==> src/hw/rtl/ioeu_pkg.sv <==
// ioeu_pkg: command codes, flag positions and stream item layouts for the
// undocumented-opcode execute unit. Used by the top level and its checker.
// No dependencies.

package ioeu_pkg;

	// command codes carried in the cmd field
	typedef enum logic [4:0] {
		CMD_SAX = 5'd0,
		CMD_ANC = 5'd1,
		CMD_ARR = 5'd2,
		CMD_ASR = 5'd3,
		CMD_ATX = 5'd4,
		CMD_AXA = 5'd5,
		CMD_DCP = 5'd6,
		CMD_ISC = 5'd7,
		CMD_LAS = 5'd8,
		CMD_LAX = 5'd9,
		CMD_RLA = 5'd10,
		CMD_RRA = 5'd11,
		CMD_SLO = 5'd12,
		CMD_SRE = 5'd13,
		CMD_SXA = 5'd14,
		CMD_SYA = 5'd15,
		CMD_TAS = 5'd16,
		CMD_XAA = 5'd17
	} cmd_t;

	// bit positions in the flags nibble
	localparam int unsigned FLAG_N = 3;
	localparam int unsigned FLAG_V = 2;
	localparam int unsigned FLAG_Z = 1;
	localparam int unsigned FLAG_C = 0;

	// stream widths, whole bytes
	localparam int unsigned IN_W  = 72;
	localparam int unsigned OUT_W = 64;

	// configuration register indexes
	localparam logic REG_MAGIC = 1'b0;

	// input item, last declared field (cmd) in the lowest bits
	typedef struct packed {
		logic [6:0]  pad;
		logic [3:0]  flags_in;
		logic [7:0]  sp_in;
		logic [7:0]  y_in;
		logic [7:0]  x_in;
		logic [7:0]  acc_in;
		logic [15:0] address;
		logic [7:0]  operand;
		logic [4:0]  cmd;
	} in_item_t;

	// result item, last declared field (acc_out) in the lowest bits
	typedef struct packed {
		logic [9:0]  pad;
		logic        extra_cycle_ok;
		logic [7:0]  mem_data;
		logic [15:0] mem_address;
		logic        mem_write;
		logic [3:0]  flags_out;
		logic [7:0]  sp_out;
		logic [7:0]  x_out;
		logic [7:0]  acc_out;
	} out_item_t;

endpackage

==> src/hw/rtl/illegal_opcode_execute_unit_top.sv <==
// illegal_opcode_execute_unit_top: execute stage for the undocumented opcodes,
// input register, byte ALU and result register. Depends on ioeu_pkg.
//
//  channel | dir | handshake                 | payload
//  s_axis  | in  | s_axis_tvalid/tready      | s_axis_tdata, 72 bits, one instruction
//  m_axis  | out | m_axis_tvalid/tready      | m_axis_tdata, 64 bits, one result
//  apb     | in  | psel/penable/pwrite/pready| paddr, pwdata, prdata, magic constant
//
// one instruction per cycle sustained while m_axis is not stalled; each result moves
// through the input register, then the result register behind the single adder and flag logic
// reset clears both stage valids and the magic constant
// a stall on m_axis holds the result register and backs up into the input register;
// s_axis_tready stays high while either stage can move

module illegal_opcode_execute_unit_top (
	input  logic        clk,
	input  logic        arst_n,
	// cmd, operand, address, acc_in, x_in, y_in, sp_in, flags_in, zero pad
	input  logic [71:0] s_axis_tdata,
	input  logic        s_axis_tvalid,
	output logic        s_axis_tready,
	// acc_out, x_out, sp_out, flags_out, mem_write, mem_address, mem_data,
	// extra_cycle_ok, zero pad
	output logic [63:0] m_axis_tdata,
	output logic        m_axis_tvalid,
	input  logic        m_axis_tready,
	input  logic        psel,
	input  logic        penable,
	input  logic        pwrite,
	input  logic [2:0]  paddr,
	input  logic [31:0] pwdata,
	output logic [31:0] prdata,
	output logic        pready
);

	ioeu_pkg::in_item_t  item_s1;
	logic                valid_s1;
	ioeu_pkg::out_item_t res_s2;
	logic                valid_s2;
	logic [7:0]          magic_q;
	logic                ld_s2;
	logic                ld_s1;
	ioeu_pkg::out_item_t res_d;

	// alu signals
	logic [7:0] hi1;
	logic [7:0] inc_m;
	logic [7:0] dec_m;
	logic [7:0] rol_m;
	logic [7:0] ror_m;
	logic [7:0] add_b;
	logic       add_c;
	logic [8:0] sum;
	logic [7:0] acc_n;
	logic [7:0] x_n;
	logic [7:0] sp_n;
	logic       n_f, v_f, z_f, c_f;
	logic       wr;
	logic [7:0] data;
	logic       extra;
	logic [7:0] t;

	// configuration port
	assign pready = 1'b1;
	assign prdata = (paddr[2] == ioeu_pkg::REG_MAGIC) ? {24'd0, magic_q} : 32'd0;

	always_ff @(posedge clk or negedge arst_n) begin
		if (!arst_n) begin
			magic_q <= 8'd0;
		end else if (psel && penable && pwrite && pready && paddr[2] == ioeu_pkg::REG_MAGIC) begin
			magic_q <= pwdata[7:0];
		end
	end

	// stage handshake
	assign ld_s2         = !valid_s2 || m_axis_tready;
	assign ld_s1         = !valid_s1 || ld_s2;
	assign s_axis_tready = ld_s1;
	assign m_axis_tvalid = valid_s2;
	assign m_axis_tdata  = res_s2;

	// input register
	always_ff @(posedge clk or negedge arst_n) begin
		if (!arst_n) begin
			valid_s1 <= 1'b0;
		end else if (ld_s1) begin
			valid_s1 <= s_axis_tvalid;
		end
	end

	always_ff @(posedge clk) begin
		if (ld_s1 && s_axis_tvalid) begin
			item_s1 <= ioeu_pkg::in_item_t'(s_axis_tdata);
		end
	end

	// shared operand forms
	assign hi1   = item_s1.address[15:8] + 8'd1;
	assign inc_m = item_s1.operand + 8'd1;
	assign dec_m = item_s1.operand - 8'd1;
	assign rol_m = {item_s1.operand[6:0], item_s1.flags_in[ioeu_pkg::FLAG_C]};
	assign ror_m = {item_s1.flags_in[ioeu_pkg::FLAG_C], item_s1.operand[7:1]};

	// single adder: isc and rra add, dcp compares by subtracting
	always_comb begin
		unique case (item_s1.cmd)
			ioeu_pkg::CMD_ISC: begin
				add_b = ~inc_m;
				add_c = item_s1.flags_in[ioeu_pkg::FLAG_C];
			end
			ioeu_pkg::CMD_RRA: begin
				add_b = ror_m;
				add_c = item_s1.operand[0];
			end
			default: begin
				add_b = ~dec_m;
				add_c = 1'b1;
			end
		endcase
	end

	assign sum = {1'b0, item_s1.acc_in} + {1'b0, add_b} + {8'd0, add_c};

	// opcode logic
	always_comb begin
		acc_n = item_s1.acc_in;
		x_n   = item_s1.x_in;
		sp_n  = item_s1.sp_in;
		n_f   = item_s1.flags_in[ioeu_pkg::FLAG_N];
		v_f   = item_s1.flags_in[ioeu_pkg::FLAG_V];
		z_f   = item_s1.flags_in[ioeu_pkg::FLAG_Z];
		c_f   = item_s1.flags_in[ioeu_pkg::FLAG_C];
		wr    = 1'b0;
		data  = 8'd0;
		extra = 1'b0;
		t     = item_s1.acc_in & item_s1.operand;
		unique case (item_s1.cmd)
			ioeu_pkg::CMD_SAX: begin
				wr   = 1'b1;
				data = item_s1.acc_in & item_s1.x_in;
			end
			ioeu_pkg::CMD_ANC: begin
				acc_n = t;
				c_f   = t[7];
			end
			ioeu_pkg::CMD_ARR: begin
				acc_n = {item_s1.flags_in[ioeu_pkg::FLAG_C], t[7:1]};
				c_f   = acc_n[6];
				v_f   = acc_n[6] ^ acc_n[5];
			end
			ioeu_pkg::CMD_ASR: begin
				c_f   = t[0];
				acc_n = {1'b0, t[7:1]};
			end
			ioeu_pkg::CMD_ATX: begin
				acc_n = (item_s1.acc_in | magic_q) & item_s1.operand;
				x_n   = acc_n;
			end
			ioeu_pkg::CMD_AXA: begin
				wr   = 1'b1;
				data = item_s1.acc_in & item_s1.x_in & hi1;
			end
			ioeu_pkg::CMD_DCP: begin
				wr   = 1'b1;
				data = dec_m;
				c_f  = sum[8];
			end
			ioeu_pkg::CMD_ISC: begin
				wr    = 1'b1;
				data  = inc_m;
				acc_n = sum[7:0];
				c_f   = sum[8];
				v_f   = ~(item_s1.acc_in[7] ^ add_b[7]) & (item_s1.acc_in[7] ^ sum[7]);
			end
			ioeu_pkg::CMD_LAS: begin
				acc_n = item_s1.operand & item_s1.sp_in;
				x_n   = acc_n;
				sp_n  = acc_n;
			end
			ioeu_pkg::CMD_LAX: begin
				acc_n = item_s1.operand;
				x_n   = item_s1.operand;
				extra = 1'b1;
			end
			ioeu_pkg::CMD_RLA: begin
				wr    = 1'b1;
				data  = rol_m;
				c_f   = item_s1.operand[7];
				acc_n = item_s1.acc_in & rol_m;
			end
			ioeu_pkg::CMD_RRA: begin
				wr    = 1'b1;
				data  = ror_m;
				acc_n = sum[7:0];
				c_f   = sum[8];
				v_f   = ~(item_s1.acc_in[7] ^ add_b[7]) & (item_s1.acc_in[7] ^ sum[7]);
			end
			ioeu_pkg::CMD_SLO: begin
				wr    = 1'b1;
				data  = {item_s1.operand[6:0], 1'b0};
				c_f   = item_s1.operand[7];
				acc_n = item_s1.acc_in | {item_s1.operand[6:0], 1'b0};
			end
			ioeu_pkg::CMD_SRE: begin
				wr    = 1'b1;
				data  = {1'b0, item_s1.operand[7:1]};
				c_f   = item_s1.operand[0];
				acc_n = item_s1.acc_in ^ {1'b0, item_s1.operand[7:1]};
			end
			ioeu_pkg::CMD_SXA: begin
				wr   = 1'b1;
				data = item_s1.x_in & hi1;
			end
			ioeu_pkg::CMD_SYA: begin
				wr   = 1'b1;
				data = item_s1.y_in & hi1;
			end
			ioeu_pkg::CMD_TAS: begin
				sp_n = item_s1.acc_in & item_s1.x_in;
				wr   = 1'b1;
				data = item_s1.acc_in & item_s1.x_in & hi1;
			end
			ioeu_pkg::CMD_XAA: begin
				acc_n = (item_s1.acc_in | magic_q) & item_s1.x_in & item_s1.operand;
			end
			default: begin
				// unused codes pass everything through
			end
		endcase

		// n and z follow the new accumulator value, or the compare difference for dcp
		unique case (item_s1.cmd)
			ioeu_pkg::CMD_ANC, ioeu_pkg::CMD_ARR, ioeu_pkg::CMD_ASR, ioeu_pkg::CMD_ATX,
			ioeu_pkg::CMD_ISC, ioeu_pkg::CMD_LAS, ioeu_pkg::CMD_LAX, ioeu_pkg::CMD_RLA,
			ioeu_pkg::CMD_RRA, ioeu_pkg::CMD_SLO, ioeu_pkg::CMD_SRE,
			ioeu_pkg::CMD_XAA: begin
				n_f = acc_n[7];
				z_f = (acc_n == 8'd0);
			end
			ioeu_pkg::CMD_DCP: begin
				n_f = sum[7];
				z_f = (sum[7:0] == 8'd0);
			end
			default: begin
				// flags untouched
			end
		endcase
	end

	// result assembly
	always_comb begin
		res_d                = '0;
		res_d.acc_out        = acc_n;
		res_d.x_out          = x_n;
		res_d.sp_out         = sp_n;
		res_d.flags_out      = {n_f, v_f, z_f, c_f};
		res_d.mem_write      = wr;
		res_d.mem_address    = wr ? item_s1.address : 16'd0;
		res_d.mem_data       = wr ? data : 8'd0;
		res_d.extra_cycle_ok = extra;
	end

	// result register
	always_ff @(posedge clk or negedge arst_n) begin
		if (!arst_n) begin
			valid_s2 <= 1'b0;
		end else if (ld_s2) begin
			valid_s2 <= valid_s1;
		end
	end

	always_ff @(posedge clk) begin
		if (ld_s2 && valid_s1) begin
			res_s2 <= res_d;
		end
	end

endmodule

==> config.mk <==
export PLATFORM = sky130hd
export DESIGN_NAME = illegal_opcode_execute_unit_top
export DESIGN_NICKNAME = d
export VERILOG_FILES = /design/src/hw/rtl/ioeu_pkg.sv /design/src/hw/rtl/illegal_opcode_execute_unit_top.sv
export SDC_FILE = /design/constraint.sdc
export NUM_CORES = 1
export LEC_CHECK = 0
export BUFFER_PORTS_ARGS = -buffer_cell sky130_fd_sc_hd__buf_2
export CORE_MARGIN = 2
export CORE_UTILIZATION = 45
export DETAILED_ROUTE_END_ITERATION = 7
export PLACE_DENSITY = 0.68
export SLEW_MARGIN = 10
export SYNTH_ARGS = -nofsm -noshare
export SYNTH_HDL_FRONTEND = slang
export SYNTH_SLANG_ARGS = --single-unit
==> constraint.sdc <==
create_clock -name clk -period 4.8 [get_ports clk]
set_input_delay 0.96 -clock clk [delete_from_list [all_inputs] [get_ports clk]]
set_output_delay 0.96 -clock clk [all_outputs]
set_load 0.05 [all_outputs]
==> results of run 1 <==
## layout by cell type (no fill, tap or decap), drive strengths merged, types with 5 or more instances in the layout
| master | Yosys | layout |
|---|---|---|
| a21o | 17 | 17 |
| a21oi | 15 | 15 |
| a221o | 5 | 5 |
| a22oi | 15 | 15 |
| a31oi | 6 | 6 |
| a32o | 9 | 9 |
| a32oi | 7 | 7 |
| and2 | 5 | 5 |
| and3 | 13 | 13 |
| buf | 48 | 171 |
| clkbuf | 26 | 19 |
| conb | 2 | 35 |
| dfrtp | 10 | 10 |
| edfxtp | 119 | 119 |
| ha | 10 | 10 |
| inv | 14 | 20 |
| mux2 | 8 | 8 |
| nand2 | 55 | 55 |
| nand2b | 6 | 6 |
| nand3 | 15 | 15 |
| nand4 | 5 | 5 |
| nor2 | 43 | 43 |
| nor2b | 29 | 29 |
| nor3 | 21 | 21 |
| o2111ai | 7 | 7 |
| o21ai | 25 | 25 |
| o22ai | 7 | 7 |
| o31ai | 7 | 7 |
| o32ai | 6 | 6 |
| xnor2 | 8 | 8 |
| xor2 | 16 | 16 |
## layout make-up
| class | count | area, sq um | area share |
|---|---|---|---|
| sequential | 129 | 3820 | 0.442 |
| multi-input combinational | 464 | 2990 | 0.345 |
| timing repair buffer | 171 | 923 | 0.107 |
| clock buffer | 19 | 433 | 0.0501 |
| tap | 216 | 270 | 0.0313 |
| clock inverter | 13 | 151 | 0.0175 |
| inverter | 15 | 56.3 | 0.00651 |
## registers in the layout, summed over array words and instances, names as in the netlist
name	count
item_s1	65
m_axis_tdata	54
magic_q	8
m_axis_tvalid	1
valid_s1	1
## cell families after synthesis
| family | after synthesis |
|---|---|
| and+or+nand+nor | 221 |
| AOI/OAI and AO/OA | 163 |
| DFF | 129 |
| buffers and inverters | 89 |
| xor gates and xnor gates | 24 |
| adders and majority gates | 12 |
| muxes | 9 |
| other | 2 |
## power breakdown
group	switching (W)	total (W)	internal (W)
logic	0.000511	0.000712	0.000201
clock network	0.000533	0.00131	0.000775
registers	0.0000805	0.00143	0.00135
total	0.00113	0.00345	0.00232
## final timing paths
kind	endpoint	slack (ns)	startpoint
max in group asynchronous	magic_q[7]	4.22	arst_n
worst max register to register	m_axis_tdata[25]	0.41	item_s1[2]
worst min register to register	m_axis_tvalid	0.50	valid_s1
worst min-delay path	magic_q[4]	0.38	arst_n
worst max-delay path	m_axis_tdata[25]	0.41	item_s1[2]
min in group clk	m_axis_tvalid	0.50	valid_s1
## per-stage QoR
step | std cells | power [W] | area [sq um] | hold slack, ns
CTS | 1027 | 0.00346 | 8640 | 0.374
global placement | 995 | 0.00214 | 8060 | 0.468
floorplan | 682 | 0.00196 | 7300 | 0.449
global route | 1027 | 0.00356 | 8640 | 0.390
detailed placement | 995 | 0.00215 | 8060 | 0.488
finish | 1027 | 0.00345 | 8640 | 0.381
## critical path: cells and delay by family, from the launching register on
family / cells / cell delay (ns)
AOI/OAI and AO/OA: 4 / 1.25
adders and majority gates: 1 / 0.54
DFF: 1 / 0.61
xor gates and xnor gates: 1 / 0.11
and+or+nand+nor: 4 / 1.71
## layer usage
metal	vias to the layer above	wire length (microns)
li1	2699	-
met1	2892	9910
met2	442	10800
met3	90	2530
met4	0	1050
met5	-	0
==> run metrics, run 1 <==
commonest cells in the netlist 119 x edfxtp_1, 55 x nand2_1, 43 x nor2_1; Hold Violations, Final 0; grt met3 use 0.0681; Std-Cell Rows 46; Worst slew margin 0.184; WP data arrival 4.65 ns; starting density of the core 0.456; DRC Markers 0; Syn Area/Cell 11.1 sq um; Critical Path Slowest Stage Cell edfxtp_1; largest area contributor in the netlist edfxtp_1; Port Buffers 144; critical path, cell by cell nand2b_1, nor2_1, xnor2_1, o21ai_0, fa_1, a222oi_1, o2111ai_1, nor4_1, or4b_4, o31ai_4; fmax 228 MHz; Seq cells post-synth 129; setup bufs post-CTS 0; CTS Hold Buffers Added 0; via count 6123; Via-to-Cell Ratio 5.96; vias in the first global route 5887; static leakage 3.51 nW; TritonRoute pass-1 iters 8; worst reg2reg path depth 10; n_diodes 0; Sink Count 129; maximum vdd drop 0.231 mV; Worst-Margin Slew 1.22 ns; initial DRC count 679; Cell Area, Synth 0.00717 sq mm; Final Util 0.550; Total Routed Length 24300 microns; Post-Synth XOR/XNOR Area 0.0293; Die Y-Extent 130 microns; Mapped Cells 649; CTS tree built; Core Region 0.0157 sq mm; Ports 213; post-route ant nets 0; share of post-route cells with drive strength above 1 0.275; RSZ-0062 raised after global routing false; overall routing resource usage 0.290; Cell Pwr Density 399 mW/mm^2; Hold WC Path Type in -> async; post-route setup TNS 0 ns; count of cell types in the netlist 76; CP required 5.06 ns; Startpoint Class register; Setup CP Type reg -> reg; clk_lat worst skew 0.43 ns; final setup fails 0; simple-gate area share of the yosys netlist 0.162; Main synth FF type edfxtp_1; Setup WS post-layout 0.415 ns; post-synthesis async set-or-reset flop share 0.0775; fin crit share 0.914; sequential-to-total area share from yosys stat 0.533; Worst Skew 0.0102 ns; Critical Path End Type register; Max Buffers Root-to-Sink 2; combinational family with the most area after synthesis compound AO/OA/AOI/OAI gates; most used routing layer met2; top-count cell post-synth edfxtp_1; total CTS buffers 17; Resized Gates After CTS 0; DR WL/cell 23.6 microns; Final min period 4.39 ns; die area 0.0170 sq mm; synth warn 0; Detail Placement HPWL 17600 microns; Final Max Tran Viols 0; post-synthesis mux area share 0.0140; largest net degree at the start of global routing 35; compound-gate portion of the synthesized area 0.170; initial antenna violation count 0; first-pass GRT wire length 35300 microns; max_cap viols 0; status finished clean; grt total ovfl 0; Area contributors post-synth edfxtp_1 50%, buf_4 3.7%, dfrtp_1 3.5%; Layout area overhead 20.5%; Crit Path Max Fanout 11; Synth top area share 0.498; Root Buffer clkbuf_16; gp weighted congestion 1.02; Die W 130 microns; Adder-Cell Fraction of Synth Area 0.0230; H-tree depth reported by CTS 4; met1 global-route usage 0.394; Nets 924; Filler Cell Count 1354; pre-CTS WS 0.554 ns; slowest stage delay, CP 0.61 ns; Reg clk slew, reported paths 0.06 ns; grt met2 use 0.440; EDFF count, synth 119
(Power assumes the default switching activity.)
==> inputs of run 2 (changes only) <==
--- a/config.mk
+++ b/config.mk
@@ -7,10 +7,10 @@
 export LEC_CHECK = 0
 export BUFFER_PORTS_ARGS = -buffer_cell sky130_fd_sc_hd__buf_2
 export CORE_MARGIN = 2
-export CORE_UTILIZATION = 45
+export CORE_UTILIZATION = 40
 export DETAILED_ROUTE_END_ITERATION = 7
-export PLACE_DENSITY = 0.68
-export SLEW_MARGIN = 10
+export PLACE_DENSITY = 0.61
+export SLEW_MARGIN = 20
 export SYNTH_ARGS = -nofsm -noshare
 export SYNTH_HDL_FRONTEND = slang
 export SYNTH_SLANG_ARGS = --single-unit
==> run 2 against run 1 <==
  * Clock power about the same
  * Highest routed layer unchanged
  * Global-route usage shrank 1.6 points
  * Via count is 0.34% lower
  * Die area increased by 12%
==> run metrics, run 2 (same netlist as run 1, synthesis figures left out) <==
status finished clean; RSZ-0062 raised after global routing false; Std-Cell Rows 48; maximum vdd drop 0.256 mV; post-route ant nets 0; final instance area 0.00870 sq mm; fin crit share 0.885; CP required 5.06 ns; Sink Count 129; max reg flops 65; initial DRC count 750; DR WL/cell 24.4 microns; initial antenna violation count 0; Via-to-Cell Ratio 5.87; commonest non-fill, non-tap cell in the layout buf_2; CTS tree built; Startpoint Class register; DRC Markers 0; setup bufs post-CTS 0; Nets 928; overall routing resource usage 0.274; largest net degree at the start of global routing 38; max_cap viols 0; Detail Placement HPWL 18800 microns; total power draw 0.00347 W; Hold WC Path Type in -> async; Resized Gates After CTS 0; Worst slew margin 0.358; Root Buffer clkbuf_16; Reg clk slew, reported paths 0.06 ns; WP data arrival 4.51 ns; smallest hold slack 0.384 ns; total CTS buffers 17; Setup CP Type reg -> reg; Reg with most FFs item_s1; Core Region 0.0174 sq mm; Worst Skew 0.0137 ns; Critical Path End Type register; static leakage 3.54 nW; Max Buffers Root-to-Sink 2; Final Max Tran Viols 0; die area 0.0190 sq mm; first-pass GRT wire length 37200 microns; starting density of the core 0.412; grt total ovfl 0; Final min period 4.25 ns; via count 6102; Die Y-Extent 138 microns; share of post-route cells with drive strength above 1 0.281; Worst-Margin Slew 0.963 ns; Total Routed Length 25400 microns; Cell Pwr Density 399 mW/mm^2; Layout area overhead 21.4%; TritonRoute pass-1 iters 5; most frequent cells in the layout 144 x buf_2, 119 x edfxtp_1, 55 x nand2_1; vias in the first global route 5941; Crit Path Max Fanout 19; final setup fails 0; fmax 235 MHz; Port Buffers 144; post-route setup TNS 0 ns; gp weighted congestion 1.01; Ports 213; clk_lat worst skew 0.43 ns; Hold Violations, Final 0; n_diodes 0; CTS Hold Buffers Added 0; Die W 138 microns; Cell Area, Placed 0.00810 sq mm; H-tree depth reported by CTS 4
[run 2: cell count changes in the layout (fill, tap and decap cells not counted), sizes merged]
| cell | before | now |
|---|---|---|
| clkbuf | 19 | 22 |
| buf | 171 | 175 |
| inv | 20 | 17 |
[run 2: final cells by class]
cell class	instances	area (sq um)
Fill cell	1611	8710
Multi-Input combinational cell	464	2990
Sequential cell	129	3820
Clock inverter	10	124
Timing Repair Buffer	175	953
Clock buffer	22	474
Tap cell	225	282
Inverter	15	56.3
[run 2: worst paths after layout]
kind                                 start                to  slack (ns)  cells past startpoint
worst max register to register  item_s1[3]  m_axis_tdata[25]        0.55                     14
min in group clk                  valid_s1     m_axis_tvalid        0.49                      1
worst max-delay path            item_s1[3]  m_axis_tdata[25]        0.55                     14
worst min-delay path                arst_n     m_axis_tvalid        0.38                      1
worst min register to register    valid_s1     m_axis_tvalid        0.49                      1
max in group asynchronous           arst_n        magic_q[7]        4.22                      1
[run 2: routing by layer]
metal	up-vias	track usage	routed length, microns
li1	2706	-	-
met1	2999	0.391	11000
met2	349	0.415	11500
met3	48	0.0504	2070
met4	0	0.105	742
met5	-	0	0
[run 2: power breakdown]
group	internal, W	switching, W	total [W]
logic	0.000202	0.000516	0.000718
clock network	0.000811	0.000512	0.00132
registers	0.00135	0.0000817	0.00143
[run 2: critical path: stages, from the launching register on]
cell,delay (ns)
edfxtp_1,0.61
nand2b_1,0.32
nor2_1,0.09
buf_4,0.17
nand2_1,0.06
o21ai_0,0.11
fa_1,0.47
fa_1,0.46
a211oi_1,0.23
o21bai_1,0.11
a21oi_1,0.24
xnor2_1,0.12
a221o_1,0.38
or4b_4,0.56
o31ai_4,0.17
[run 2: stage by stage]
step / worst slack [ns] / std cells / util
3_3_place_gp: 0.621 / 1008 / 0.465
3_5_place_dp: 0.607 / 1008 / 0.465
4_1_cts: 0.574 / 1040 / 0.499
6_report: 0.552 / 1040 / 0.500
2_1_floorplan: 0.834 / 682 / -
5_1_grt: 0.254 / 1040 / 0.500
